===== config.mk =====
export PLATFORM = sky130hd
export DESIGN_NAME = cancellable_fifo_queue_unit
export DESIGN_NICKNAME = d
export VERILOG_FILES = /design/src/rtl/cfq_pkg.sv /design/src/rtl/cfq_datapath.sv /design/src/rtl/cfq_ctrl.sv /design/src/rtl/cancellable_fifo_queue_unit.sv
export VERILOG_INCLUDE_DIRS = /design/src /design/src/rtl
export SDC_FILE = /design/constraint.sdc
export NUM_CORES = 1
export LEC_CHECK = 0
export BUFFER_PORTS_ARGS = -buffer_cell sky130_fd_sc_hd__buf_2
export CORE_ASPECT_RATIO = 1.75
export CORE_UTILIZATION = 63
export CTS_CLUSTER_DIAMETER = 200
export DETAILED_ROUTE_END_ITERATION = 6
export GPL_TIMING_DRIVEN = 0
export PLACE_DENSITY_LB_ADDON = 0.05
export SETUP_SLACK_MARGIN = 0.5
export SYNTH_ARGS = -nofsm -noshare
export SYNTH_HDL_FRONTEND = slang
export SYNTH_SLANG_ARGS = --single-unit

===== constraint.sdc =====
create_clock -name clk_i -period 4 [get_ports clk_i]
set_input_delay 0.6 -clock clk_i [delete_from_list [all_inputs] [get_ports clk_i]]
set_output_delay 0.6 -clock clk_i [all_outputs]
set_load 0.01 [all_outputs]

===== src/rtl/cancellable_fifo_queue_unit_defines.svh =====
// assertion macros used by the cancellable fifo queue datapath
`ifndef CANCELLABLE_FIFO_QUEUE_UNIT_DEFINES_SVH
`define CANCELLABLE_FIFO_QUEUE_UNIT_DEFINES_SVH

// same-cycle implication, sampled on clk_i, off during reset
`define CFQ_ASSERT_IMP(label, ante, cons, msg) \
  label: assert property (@(posedge clk_i) disable iff (!rst_ni) (ante) |-> (cons)) \
    else $error(msg);

// next-cycle implication, sampled on clk_i, off during reset
`define CFQ_ASSERT_NXT(label, ante, cons, msg) \
  label: assert property (@(posedge clk_i) disable iff (!rst_ni) (ante) |=> (cons)) \
    else $error(msg);

`endif


===== src/rtl/cfq_pkg.sv =====
// shared types and constants of the cancellable fifo queue
package cfq_pkg;

  localparam int DEPTH     = 64;
  localparam int CODE_BITS = 16;
  localparam int ADDR_W    = (DEPTH > 1) ? $clog2(DEPTH) : 1;
  localparam int CNT_W     = $clog2(DEPTH + 1);

  // fixed field widths of the word formats
  localparam int OP_W     = 2;
  localparam int STATUS_W = 2;
  localparam int POS_W    = 6;
  localparam int COUNT_W  = 7;

  typedef enum logic [OP_W-1:0] {
    OP_ADD    = 2'd0,
    OP_TAKE   = 2'd1,
    OP_CANCEL = 2'd2
  } op_e;

  typedef enum logic [STATUS_W-1:0] {
    ST_DONE      = 2'd0,
    ST_FULL      = 2'd1,
    ST_EMPTY     = 2'd2,
    ST_NOT_FOUND = 2'd3
  } status_e;

  typedef enum logic [2:0] {
    S_IDLE,
    S_EXEC,
    S_SCAN,
    S_SHIFT,
    S_RESP
  } state_e;

  typedef struct packed {
    logic [OP_W-1:0]      op;
    logic [CODE_BITS-1:0] user_code;
  } item_t;

  typedef struct packed {
    logic [STATUS_W-1:0]  status;
    logic [CODE_BITS-1:0] removed_code;
    logic [POS_W-1:0]     found_position;
    logic [COUNT_W-1:0]   entry_count;
  } result_t;

  // controller to datapath
  typedef struct packed {
    logic    cap;
    logic    do_add;
    logic    rd_en;
    logic    set_shift;
    logic    wr_shift;
    logic    dec;
    logic    res;
    status_e res_status;
  } cmd_t;

  // datapath to controller
  typedef struct packed {
    logic [OP_W-1:0] op;
    logic            full;
    logic            empty;
    logic            rvalid;
    logic            hit;
    logic            last;
    logic            issue_ok;
  } stat_t;

endpackage


===== src/rtl/cfq_datapath.sv =====
// entry store, count, scan and shift pointers and result register
`include "cancellable_fifo_queue_unit_defines.svh"

module cfq_datapath import cfq_pkg::*; (
  input  logic    clk_i,
  input  logic    rst_ni,
  input  item_t   item_i,
  input  cmd_t    cmd_i,
  output stat_t   stat_o,
  output logic    done_o,
  output result_t result_o
);

  logic [CODE_BITS-1:0] mem [DEPTH];

  logic [OP_W-1:0]      op_q;
  logic [CODE_BITS-1:0] code_q;
  logic [CNT_W-1:0]     count_q, count_d;
  logic [CNT_W-1:0]     idx_q, idx_d;
  logic [ADDR_W-1:0]    raddr_q, raddr_d;
  logic                 rvalid_q, rvalid_d;
  logic [CODE_BITS-1:0] rd_data_q;
  logic [CODE_BITS-1:0] removed_q, removed_d;
  logic [ADDR_W-1:0]    pos_q, pos_d;
  logic                 done_q;
  result_t              result_q;

  logic                 wr_en;
  logic [ADDR_W-1:0]    wr_addr;
  logic [CODE_BITS-1:0] wr_data;
  logic [CNT_W-1:0]     cnt_m1;

  assign cnt_m1 = count_q - CNT_W'(1);

  // one write port: append or move toward the front
  always_comb begin
    wr_en   = cmd_i.do_add | cmd_i.wr_shift;
    wr_addr = cmd_i.do_add ? count_q[ADDR_W-1:0] : (raddr_q - ADDR_W'(1));
    wr_data = cmd_i.do_add ? code_q : rd_data_q;
  end

  always_ff @(posedge clk_i) begin
    if (wr_en) begin
      mem[wr_addr] <= wr_data;
    end
    if (cmd_i.rd_en) begin
      rd_data_q <= mem[idx_q[ADDR_W-1:0]];
    end
  end

  always_comb begin
    count_d   = count_q;
    idx_d     = idx_q;
    raddr_d   = raddr_q;
    rvalid_d  = cmd_i.rd_en;
    removed_d = removed_q;
    pos_d     = pos_q;
    if (cmd_i.rd_en) begin
      idx_d   = idx_q + CNT_W'(1);
      raddr_d = idx_q[ADDR_W-1:0];
    end
    if (cmd_i.set_shift) begin
      idx_d    = CNT_W'(raddr_q) + CNT_W'(1);
      rvalid_d = 1'b0;
      pos_d    = raddr_q;
      if (op_q == OP_TAKE) begin
        removed_d = rd_data_q;
      end
    end
    if (cmd_i.cap) begin
      idx_d     = '0;
      rvalid_d  = 1'b0;
      removed_d = '0;
      pos_d     = '0;
    end
    if (cmd_i.do_add) begin
      count_d = count_q + CNT_W'(1);
    end else if (cmd_i.dec) begin
      count_d = cnt_m1;
    end
  end

  always_ff @(posedge clk_i or negedge rst_ni) begin
    if (!rst_ni) begin
      count_q  <= '0;
      rvalid_q <= 1'b0;
      done_q   <= 1'b0;
      idx_q    <= '0;
    end else begin
      count_q  <= count_d;
      rvalid_q <= rvalid_d;
      done_q   <= cmd_i.res;
      idx_q    <= idx_d;
    end
  end

  always_ff @(posedge clk_i) begin
    raddr_q   <= raddr_d;
    removed_q <= removed_d;
    pos_q     <= pos_d;
    if (cmd_i.cap) begin
      op_q   <= item_i.op;
      code_q <= item_i.user_code;
    end
    if (cmd_i.res) begin
      result_q.status         <= cmd_i.res_status;
      result_q.removed_code   <= removed_q;
      result_q.found_position <= POS_W'(pos_q);
      result_q.entry_count    <= COUNT_W'(count_q);
    end
  end

  always_comb begin
    stat_o.op       = op_q;
    stat_o.full     = (count_q >= CNT_W'(DEPTH));
    stat_o.empty    = (count_q == '0);
    stat_o.rvalid   = rvalid_q;
    stat_o.hit      = (op_q == OP_TAKE) || (rd_data_q == code_q);
    stat_o.last     = (CNT_W'(raddr_q) == cnt_m1);
    stat_o.issue_ok = (idx_q < count_q);
  end

  assign done_o   = done_q;
  assign result_o = result_q;

  `CFQ_ASSERT_IMP(a_count_in_range, 1'b1, count_q <= CNT_W'(DEPTH), "count beyond depth")
  `CFQ_ASSERT_IMP(a_shift_has_data, cmd_i.wr_shift, rvalid_q && (raddr_q != '0),
                  "shift write without a read behind it")
  `CFQ_ASSERT_IMP(a_add_not_full, cmd_i.do_add, count_q < CNT_W'(DEPTH), "append into full store")
  `CFQ_ASSERT_NXT(a_dec_nonzero, cmd_i.dec, count_q == $past(count_q) - CNT_W'(1),
                  "count drop not by one")

endmodule


===== src/rtl/cfq_ctrl.sv =====
// sequencing state machine of the cancellable fifo queue
module cfq_ctrl import cfq_pkg::*; (
  input  logic  clk_i,
  input  logic  rst_ni,
  input  logic  start_i,
  input  stat_t stat_i,
  output logic  busy_o,
  output cmd_t  cmd_o
);

  state_e  state_q, state_d;
  status_e st_q, st_d;

  always_ff @(posedge clk_i or negedge rst_ni) begin
    if (!rst_ni) begin
      state_q <= S_IDLE;
      st_q    <= ST_DONE;
    end else begin
      state_q <= state_d;
      st_q    <= st_d;
    end
  end

  // next state
  always_comb begin
    state_d = state_q;
    st_d    = st_q;
    unique case (state_q)
      S_IDLE: begin
        if (start_i) begin
          state_d = S_EXEC;
        end
      end
      S_EXEC: begin
        state_d = S_RESP;
        unique case (stat_i.op)
          OP_ADD: begin
            st_d = stat_i.full ? ST_FULL : ST_DONE;
          end
          OP_TAKE: begin
            st_d = ST_EMPTY;
            if (!stat_i.empty) begin
              state_d = S_SCAN;
            end
          end
          OP_CANCEL: begin
            st_d = ST_NOT_FOUND;
            if (!stat_i.empty) begin
              state_d = S_SCAN;
            end
          end
          default: begin
            st_d = ST_DONE;
          end
        endcase
      end
      S_SCAN: begin
        if (stat_i.rvalid && stat_i.hit) begin
          st_d    = ST_DONE;
          state_d = stat_i.last ? S_RESP : S_SHIFT;
        end else if (stat_i.rvalid && stat_i.last) begin
          st_d    = ST_NOT_FOUND;
          state_d = S_RESP;
        end
      end
      S_SHIFT: begin
        if (stat_i.rvalid && stat_i.last) begin
          state_d = S_RESP;
        end
      end
      S_RESP: begin
        state_d = S_IDLE;
      end
      default: begin
        state_d = S_IDLE;
      end
    endcase
  end

  // commands
  always_comb begin
    cmd_o            = '0;
    cmd_o.res_status = st_q;
    busy_o           = (state_q != S_IDLE);
    unique case (state_q)
      S_IDLE: begin
        cmd_o.cap = start_i;
      end
      S_EXEC: begin
        cmd_o.do_add = (stat_i.op == OP_ADD) && !stat_i.full;
        cmd_o.rd_en  = ((stat_i.op == OP_TAKE) || (stat_i.op == OP_CANCEL)) && !stat_i.empty;
      end
      S_SCAN: begin
        cmd_o.rd_en = stat_i.issue_ok;
        if (stat_i.rvalid && stat_i.hit) begin
          cmd_o.set_shift = 1'b1;
          cmd_o.dec       = stat_i.last;
        end
      end
      S_SHIFT: begin
        cmd_o.rd_en = stat_i.issue_ok;
        if (stat_i.rvalid) begin
          cmd_o.wr_shift = 1'b1;
          cmd_o.dec      = stat_i.last;
        end
      end
      S_RESP: begin
        cmd_o.res = 1'b1;
      end
      default: begin
        cmd_o = '0;
      end
    endcase
  end

endmodule


===== src/rtl/cancellable_fifo_queue_unit.sv =====
// top level of the cancellable fifo queue: ordered code store with removal by key
//
//   port         dir  handshake           word
//   item_i       in   start / busy        op, user_code
//   result_o     out  done_o strobe       status, removed_code, found_position, entry_count
//
// add and ops with the unused code pass from start through EXEC and RESP to the done_o strobe
// take and cancel also scan the queue for the key and shift the entries behind the hit toward the front:
// the single read port of the entry store walks over the queue, one entry a cycle but for a re-read after a hit
// reset clears the count and the controller; the store itself needs no clearing
// done_o is high for one cycle and cannot be held off; busy drops in that same cycle
module cancellable_fifo_queue_unit import cfq_pkg::*; (
  input  logic    clk_i,
  input  logic    rst_ni,
  input  logic    start,
  output logic    busy,
  input  item_t   item_i,
  output logic    done_o,
  output result_t result_o
);

  // command and status between sequencer and datapath
  cmd_t  cmd;
  stat_t stat;

  // sequencer: decode, scan for the key, close the gap, answer
  cfq_ctrl u_ctrl (
    .clk_i   (clk_i),
    .rst_ni  (rst_ni),
    .start_i (start),
    .stat_i  (stat),
    .busy_o  (busy),
    .cmd_o   (cmd)
  );

  // entry store, count, pointers and result register
  cfq_datapath u_datapath (
    .clk_i    (clk_i),
    .rst_ni   (rst_ni),
    .item_i   (item_i),
    .cmd_i    (cmd),
    .stat_o   (stat),
    .done_o   (done_o),
    .result_o (result_o)
  );

endmodule

* After elaboration in Yosys (flattened, before gate mapping)
Memory sizes are Yosys's and may differ from the RTL's. A register that Yosys moved wholly into a read port is not among the register bits.
Index checks and enable logic that the tools add are counted.
** Storage, ports and cells
- Register bits after elaboration :: 98
- RAM bits :: 1024
- Input port bits :: 21
- Output and inout port bits :: 33
- Logic and storage cells :: 87
- Memories kept :: 1
** Memories
- u_datapath.mem :: words 64, bits a word 16, rd ports 1, clocked after memory_dff 1, wr ports 1, RTL line cfq_datapath.sv:14 : logic [CODE_BITS-1:0] mem [DEPTH];
** Cells by class
- $add $sub $neg :: 5
- $lt $le $gt $ge :: 2
- Equality and inequality tests :: 10
- Muxes and demuxes :: 33
- Bitwise operators :: 1
- Reduce and logical (&&, ||, !) cells :: 20
** Operators by type and width (count)
- 7-bit two-way mux :: 5
- 3-bit two-way mux :: 6
- 16-bit == test :: 1
- 16-bit two-way mux :: 1
- 7-bit by 1-bit adder with 7-bit output, second input constant :: 2
- 1-bit two-way mux :: 12
- 3-bit one-hot mux with 4 select lines :: 1
- 6-bit by 1-bit adder with 7-bit output, second input constant :: 1
- 6-bit by 7-bit == test with 1-bit output :: 1
- 7-bit >= comparator, second input constant :: 1
- 7-bit zero test :: 1
- 7-bit less-than comparator :: 1
- 7-bit by 1-bit subtractor with 7-bit output, second input constant :: 1
- 3-bit by 2-bit == test with 1-bit output, second input constant :: 2
- 2-bit two-way mux :: 3
- 6-bit two-way mux :: 1
- 2-bit one-hot mux with 3 select lines :: 1
- 3-bit nonzero test :: 2
- 6-bit by 1-bit subtractor with 6-bit output, second input constant :: 1
- 5-bit OR reduction :: 1
- 1-bit logical AND :: 4
- 1-bit one-hot mux with 2 select lines :: 2
- 2-bit one-hot mux with 2 select lines :: 1
- 2-bit AND reduction :: 2
- other kinds (13) :: 17

* Logic depth before layout (Yosys ltp)
- Word-level depth :: 7
- Gate-level depth with buffers :: 12
- Mapped depth without buffers :: 11

* Modules after synthesis
A second synthesis with hierarchy kept.
** Second synthesis, totals
- Cells, all modules :: 2231
- Area total of the unflattened synthesis :: 44554.0 µm²
** By module, submodules not included
- cfq_datapath :: instances 1, cells each 2179, area each 44118.6 µm², sequential area each 33722.3 µm²
- cfq_ctrl :: instances 1, cells each 52, area each 435.4 µm², sequential area each 125.1 µm²

* Worst setup path before layout
Ideal clock, no wire load.
- Path kind :: register to register
- From :: register u_ctrl.state_q[1]
- To :: memory u_datapath.mem[10][0] (enable)
- Library setup time :: 0.388 ns
- Arrival :: 2.954 ns
- Data required time :: 3.612 ns
- Slack :: 0.657 ns
- Stages on the path, launching flop included :: 10
- Buffers on the path :: 4
- Clock period less this slack :: 3.343 ns
- Cell sequence :: dfrtp_1 clkbuf_1 nand2b_1 clkbuf_1 or4b_1 clkbuf_1 clkbuf_1 a21oi_1 nand3_1 nor2_1
** Between the ends
- Longest elaborated chain between the ends :: 5
- Elaborated cells between the ends (all ways) :: 8
- Classes of those cells :: 2 x eq/ne; 5 x mux; 1 x bitwise
** Ends and longest elaborated chain
- start, declared :: RTL line cfq_ctrl.sv:11 : state_e state_q, state_d;
- start signal, assigned :: RTL line cfq_ctrl.sv:19 : state_q <= state_d;
- 3-bit by 1-bit == test with 1-bit output / 3-bit by 2-bit == test with 1-bit output (equally long branches) :: RTL line cfq_ctrl.sv:85 : unique case (state_q)
- 1-bit two-way mux :: RTL line cfq_ctrl.sv:85
- 1-bit bitwise OR :: RTL line cfq_datapath.sv:37 : wr_en = cmd_i.do_add | cmd_i.wr_shift;
- 1-bit two-way mux :: RTL line cfq_datapath.sv:43 : if (wr_en) begin
- 1-bit two-way mux (implied by the code) :: RTL line cfq_datapath.sv:44 : mem[wr_addr] <= wr_data;
- end, declared :: RTL line cfq_datapath.sv:14
Several ways; a longest one is shown, not always the timed one.

* Worst setup path after layout
- From :: register u_datapath.idx_q[1]
- To :: register u_datapath.rd_data_q[9] (read register of u_datapath.mem) (data pin)
** Between the ends
- Longest elaborated chain between the ends :: 2
** Ends and longest elaborated chain
- start, declared :: RTL line cfq_datapath.sv:19 : logic [CNT_W-1:0] idx_q, idx_d;
- start signal, assigned :: RTL line cfq_datapath.sv:93 : idx_q <= idx_d;
- 7-bit less-than comparator :: RTL line cfq_datapath.sv:120 : stat_o.issue_ok = (idx_q < count_q);
- 1-bit one-hot mux with 2 select lines :: RTL line cfq_ctrl.sv:85
- end, declared :: RTL line cfq_datapath.sv:22 : logic [CODE_BITS-1:0] rd_data_q;
Several ways; a longest one is shown, not always the timed one.
A chain may end at the register's enable or synchronous reset.

==> report_table.html <==
<table>
<tr><th>Metric</th><th>Value</th></tr>
<tr><th colspan="2">Critical path</th></tr>
<tr><td>Critical path start-end classification</td><td>reg2reg</td></tr>
<tr><td>Worst reg2reg path startpoint</td><td>u_datapath.idx_q[1]$_DFFE_PN0P_</td></tr>
<tr><td>Worst setup path startpoint</td><td>u_datapath.idx_q[1]$_DFFE_PN0P_</td></tr>
<tr><td>Flop2flop setup slack</td><td>~0.51 ns</td></tr>
<tr><td>Chain of cells forming the critical path</td><td>clkbuf_2 -&gt; buf_2 -&gt; clkbuf_2 -&gt; mux4_2 -&gt; mux4_2 -&gt; mux4_2</td></tr>
<tr><td>Critical Path Fanout Max</td><td>10</td></tr>
<tr><td>Crit path capture type</td><td>flop</td></tr>
<tr><td>Largest incremental delay on the critical path</td><td>~0.59 ns</td></tr>
<tr><td>Capture point of the worst reg-to-reg path</td><td>u_datapath.rd_data_q[9]$_DFFE_PP_</td></tr>
<tr><td>Slowest cell on the critical path</td><td>sky130_fd_sc_hd__mux4_2</td></tr>
<tr><td>Arrival time of the worst setup path</td><td>around 3.9 ns</td></tr>
<tr><td>Cell seen most often among critical-path stages</td><td>sky130_fd_sc_hd__mux4_2</td></tr>
<tr><td>Reg2reg path depth</td><td>6</td></tr>
<tr><td>Endpoint required time on the critical path</td><td>4.41 ns</td></tr>
<tr><td>End point of the critical path</td><td>u_datapath.rd_data_q[9]$_DFFE_PP_</td></tr>
<tr><td>Sort of element at the start of the critical path</td><td>flop</td></tr>
<tr><th colspan="2">Clock tree</th></tr>
<tr><td>Skew-Pair Late Insertion Delay</td><td>approximately 0.67 ns</td></tr>
<tr><td>Number of H-tree branching levels</td><td>3</td></tr>
<tr><td>Clk Tree Root Cell</td><td>sky130_fd_sc_hd__clkbuf_16</td></tr>
<tr><td>Post-CTS clock slew at the launch and capture registers of the worst setup and hold paths</td><td>about 0.070 ns</td></tr>
<tr><td>TritonCTS clock tree</td><td>built</td></tr>
<tr><td>Clk sinks</td><td>1,138</td></tr>
<tr><td>Max clock buf depth</td><td>3</td></tr>
<tr><td>Cts bufs inserted</td><td>between 90 and 100</td></tr>
<tr><th colspan="2">Synth</th></tr>
<tr><td>Post-synthesis net count</td><td>around 2,000</td></tr>
<tr><td>Number of synthesized register bits</td><td>around 1,100</td></tr>
<tr><td>Per-instance average area after synthesis</td><td>roughly 22 um2</td></tr>
<tr><td>Async SR Flop Fraction</td><td>1.85%</td></tr>
<tr><td>Post-synth EDFFs</td><td>between 1,000 and 1,500</td></tr>
<tr><td>Ys Warns</td><td>0</td></tr>
<tr><td>Number of cells produced by synthesis</td><td>1,986</td></tr>
<tr><td>Most used flip-flop cell after synthesis</td><td>sky130_fd_sc_hd__edfxtp_1</td></tr>
<tr><td>Sequential fraction of the synthesis area</td><td>roughly three quarters</td></tr>
<tr><td>Post-synth design cell area</td><td>roughly 44,000 um2</td></tr>
<tr><td>Cell variety after synth</td><td>between 50 and 60</td></tr>
<tr><th colspan="2">Detailed routing</th></tr>
<tr><td>Detailed-router iteration count before antenna repair</td><td>5</td></tr>
<tr><td>Drt drc</td><td>0</td></tr>
<tr><td>Total wirelength of the detailed-routed design</td><td>~100 mm</td></tr>
<tr><td>Residual antenna-violating net count after detailed routing</td><td>0</td></tr>
<tr><td>Total via count in the routed design</td><td>about 21,000</td></tr>
<tr><td>Via density per instance</td><td>6.57</td></tr>
<tr><td>Number of violations reported at the end of detailed-routing iteration 0</td><td>just over 2,000</td></tr>
<tr><td>Detailed-route wire length per cell</td><td>~32 um</td></tr>
<tr><th colspan="2">Timing</th></tr>
<tr><td>Setup repair after global routing missed its margin</td><td>yes</td></tr>
<tr><td>Hold Violations, Final</td><td>0</td></tr>
<tr><td>Final setup margin</td><td>slightly above 0.5 ns</td></tr>
<tr><td>Slew @ Worst Pin</td><td>about 1.1 ns</td></tr>
<tr><td>Final cycle utilization of the critical path</td><td>between 80% and 90%</td></tr>
<tr><td>Number of failing setup endpoints in the final timing report</td><td>0</td></tr>
<tr><td>Final Max Tran Viols</td><td>0</td></tr>
<tr><td>Clk_skew</td><td>between 0.02 and 0.03 ns</td></tr>
<tr><td>Normalized max-slew margin</td><td>between 20% and 30%</td></tr>
<tr><td>Upper clock frequency limit</td><td>between 0.2 and 0.3 GHz</td></tr>
<tr><td>Clock period minus worst slack</td><td>3.49 ns</td></tr>
<tr><td>Setup_tns</td><td>0 ns</td></tr>
<tr><th colspan="2">Global routing</th></tr>
<tr><td>Total global-route track usage</td><td>between 30 and 40%</td></tr>
<tr><td>Initial antenna violation count</td><td>5</td></tr>
<tr><td>Overall overflow remaining after global route</td><td>0</td></tr>
<tr><td>Largest net degree at the start of global routing</td><td>59</td></tr>
<tr><td>Via count of the first global-routing pass</td><td>~22,000</td></tr>
<tr><td>Wire length of the first global-routing pass</td><td>approximately 150 mm</td></tr>
<tr><th colspan="2">Power and ir drop</th></tr>
<tr><td>Internal cell power</td><td>0.0252 W</td></tr>
<tr><td>Switching part of the total</td><td>about a third</td></tr>
<tr><td>Clock power frac</td><td>around a quarter</td></tr>
<tr><td>Pwr dens</td><td>720 nW/um2</td></tr>
<tr><td>Power share of the combinational group</td><td>a little under a third</td></tr>
<tr><td>Net Sw Power</td><td>between 0.01 and 0.015 W</td></tr>
<tr><td>Maximum VDD drop</td><td>between 0.5 and 0.6 mV</td></tr>
<tr><td>LEAKAGE</td><td>16.1 nW</td></tr>
<tr><td>Seq pwr share</td><td>42.8%</td></tr>
<tr><th colspan="2">Final layout</th></tr>
<tr><td>Diode count</td><td>0</td></tr>
<tr><td>Fill cells</td><td>between 3,000 and 4,000</td></tr>
<tr><td>Commonest non-fill, non-tap cell in the layout</td><td>sky130_fd_sc_hd__edfxtp_1</td></tr>
<tr><td># nets final</td><td>2,281</td></tr>
<tr><td>Leading cell types in the layout, fill and taps excluded</td><td>sky130_fd_sc_hd__edfxtp_1, sky130_fd_sc_hd__mux4_2, sky130_fd_sc_hd__clkbuf_16</td></tr>
<tr><td>Synth-to-Final Area Change</td><td>16.5%</td></tr>
<tr><td>Proportion of layout cells with a drive suffix above 1</td><td>between 30 and 40%</td></tr>
<tr><th colspan="2">Die</th></tr>
<tr><td>Width of the die</td><td>202 um</td></tr>
<tr><td>DIE AREA</td><td>71,200 um2</td></tr>
<tr><td>Row Count</td><td>128</td></tr>
<tr><td># IOs</td><td>54</td></tr>
<tr><td>Initial Utilization</td><td>a little under two thirds</td></tr>
<tr><td>Die Y-Extent</td><td>352 um</td></tr>
<tr><td>Area of the core</td><td>just under 70,000 um2</td></tr>
<tr><th colspan="2">Place</th></tr>
<tr><td>Number of port buffers</td><td>53</td></tr>
<tr><td>Pre-CTS worst setup slack</td><td>-1.11 ns</td></tr>
<tr><td>HPWL reported at the end of detailed placement</td><td>slightly above 70 mm</td></tr>
<tr><td>Placer Congestion</td><td>around 0.95</td></tr>
<tr><th colspan="2">Run</th></tr>
<tr><td>Number of max-cap violations</td><td>0</td></tr>
<tr><th colspan="2">Status</th></tr>
<tr><td>Outcome</td><td>finished clean</td></tr>
<tr><th colspan="2">Worst hold path</th></tr>
<tr><td>Classification of the worst-slack hold path</td><td>in2reg</td></tr>
</table>
## stage by stage
step / std cells / cell area, um2 / util, % / hold slack [ns] / power, W
final: 3239 / 51400 / 74.0 / 0.108 / 0.0370
after global routing: 3239 / 51400 / 74.0 / 0.0943 / 0.0381
after CTS: 3231 / 51100 / 73.6 / 0.0771 / 0.0369
after detailed placement: 2996 / 46600 / 67.0 / 0.419 / 0.0269
after global placement: 2949 / 45600 / 65.5 / 0.414 / 0.0262
after floorplan: 1986 / 44100 / - / 0.304 / 0.0223
## critical path: cells and delay by family, from the launching register on
family	cells	cell delay, ns
flip-flops	1	0.41
buffers and inverters	3	1.27
multiplexers	3	1.52
## flip-flops by register name (all words and copies together), names as in the netlist, 6 cells and up
register              cells
u_datapath.raddr_q        6
u_datapath.mem         1024
u_datapath.removed_q     16
u_datapath.pos_q          6
u_datapath.rd_data_q     16
u_datapath.idx_q          7
u_datapath.result_o      31
u_datapath.count_q        7
u_datapath.code_q        16
## how the worst min path moves through the flow
stage / from / end / slack (ns) / cells after the start
final: item_i[3] / u_datapath.code_q[3]$_DFFE_PP_ / 0.11 / 1
after global routing: item_i[1] / u_datapath.code_q[1]$_DFFE_PP_ / 0.09 / 1
after CTS: item_i[17] / u_datapath.op_q[1]$_DFFE_PP_ / 0.08 / 1
after detailed placement: u_datapath.removed_q[14]$_SDFFE_PP0P_ / u_datapath.result_o[27]$_DFFE_PP_ / 0.42 / 0
after global placement: u_datapath.removed_q[1]$_SDFFE_PP0P_ / u_datapath.result_o[14]$_DFFE_PP_ / 0.41 / 0
after floorplan: rst_ni / u_ctrl.st_q[0]$_DFFE_PN0P_ / 0.30 / 0
## cells by family after synthesis
family                     synth area share (%)
xor gates and xnor gates                  0.833
DFF                                        76.7
adders and majority gates                 0.340
muxes                                      17.4
AOI/OAI and AO/OA                          1.17
and+or+nand+nor                            2.41
buffers and inverters                      1.21
## area by class of cell
class	instances	area, um2	share of cell area (%)
Timing Repair Buffer	164	2000	3.89
Sequential cell	1138	33800	65.8
Tap cell	910	1140	2.21
Buffer	105	628	1.22
Multi-Input combinational cell	727	10500	20.4
Clock buffer	118	2540	4.93
Clock inverter	61	722	1.40
Inverter	16	60.1	0.117
## metal layers
metal  GRT usage (%)  vias to the layer above  share of wire [%]
li1                -                     8806                  -
met1            37.6                    11232                 34
met2            52.7                     1000                 53
met3            4.44                      246                6.6
met4            16.7                        2                6.2
met5               0                        -              0.016
## cell usage after synthesis (3+ instances only)
| cell type | number | area (um2) |
|---|---|---|
| sky130_fd_sc_hd__a211oi_1 | 4 | 30.0 |
| sky130_fd_sc_hd__a21oi_1 | 32 | 160 |
| sky130_fd_sc_hd__and2_1 | 8 | 50.1 |
| sky130_fd_sc_hd__buf_1 | 15 | 56.3 |
| sky130_fd_sc_hd__buf_2 | 14 | 70.1 |
| sky130_fd_sc_hd__buf_6 | 4 | 45.0 |
| sky130_fd_sc_hd__clkbuf_1 | 68 | 255 |
| sky130_fd_sc_hd__clkbuf_8 | 3 | 41.3 |
| sky130_fd_sc_hd__dfrtp_1 | 21 | 526 |
| sky130_fd_sc_hd__dfxtp_1 | 22 | 440 |
| sky130_fd_sc_hd__edfxtp_1 | 1095 | 32900 |
| sky130_fd_sc_hd__ha_1 | 12 | 150 |
| sky130_fd_sc_hd__inv_1 | 16 | 60.1 |
| sky130_fd_sc_hd__mux2_2 | 3 | 33.8 |
| sky130_fd_sc_hd__mux2i_1 | 6 | 60.1 |
| sky130_fd_sc_hd__mux4_2 | 336 | 7570 |
| sky130_fd_sc_hd__nand2_1 | 117 | 439 |
| sky130_fd_sc_hd__nand2b_1 | 3 | 18.8 |
| sky130_fd_sc_hd__nand3_1 | 16 | 80.1 |
| sky130_fd_sc_hd__nand4_1 | 3 | 18.8 |
| sky130_fd_sc_hd__nor2_1 | 78 | 293 |
| sky130_fd_sc_hd__nor3_1 | 5 | 25.0 |
| sky130_fd_sc_hd__nor4_1 | 4 | 25.0 |
| sky130_fd_sc_hd__o21ai_0 | 14 | 70.1 |
| sky130_fd_sc_hd__o22ai_1 | 4 | 25.0 |
| sky130_fd_sc_hd__o31ai_1 | 3 | 22.5 |
| sky130_fd_sc_hd__xnor2_1 | 20 | 175 |
| sky130_fd_sc_hd__xor2_1 | 22 | 193 |
## power by group through the flow
stage / logic [W] / clock network, W / registers [W]
after detailed placement: 0.0108 / 0 / 0.0161
final: 0.0115 / 0.00968 / 0.0159
after floorplan: 0.00620 / 0 / 0.0161
after CTS: 0.0113 / 0.00979 / 0.0158
after global routing: 0.0120 / 0.0102 / 0.0159
after global placement: 0.00984 / 0 / 0.0164
## repair_timing
item	in CTS	in global routing
pin swaps	35	4
setup buffers	55	8
gates resized for setup	160	47
hold endpoints to repair	21	0
hold buffers	1	0
endpoints found under the setup margin	1621	1567
No activity file was read; power rests on OpenSTA's default activity.
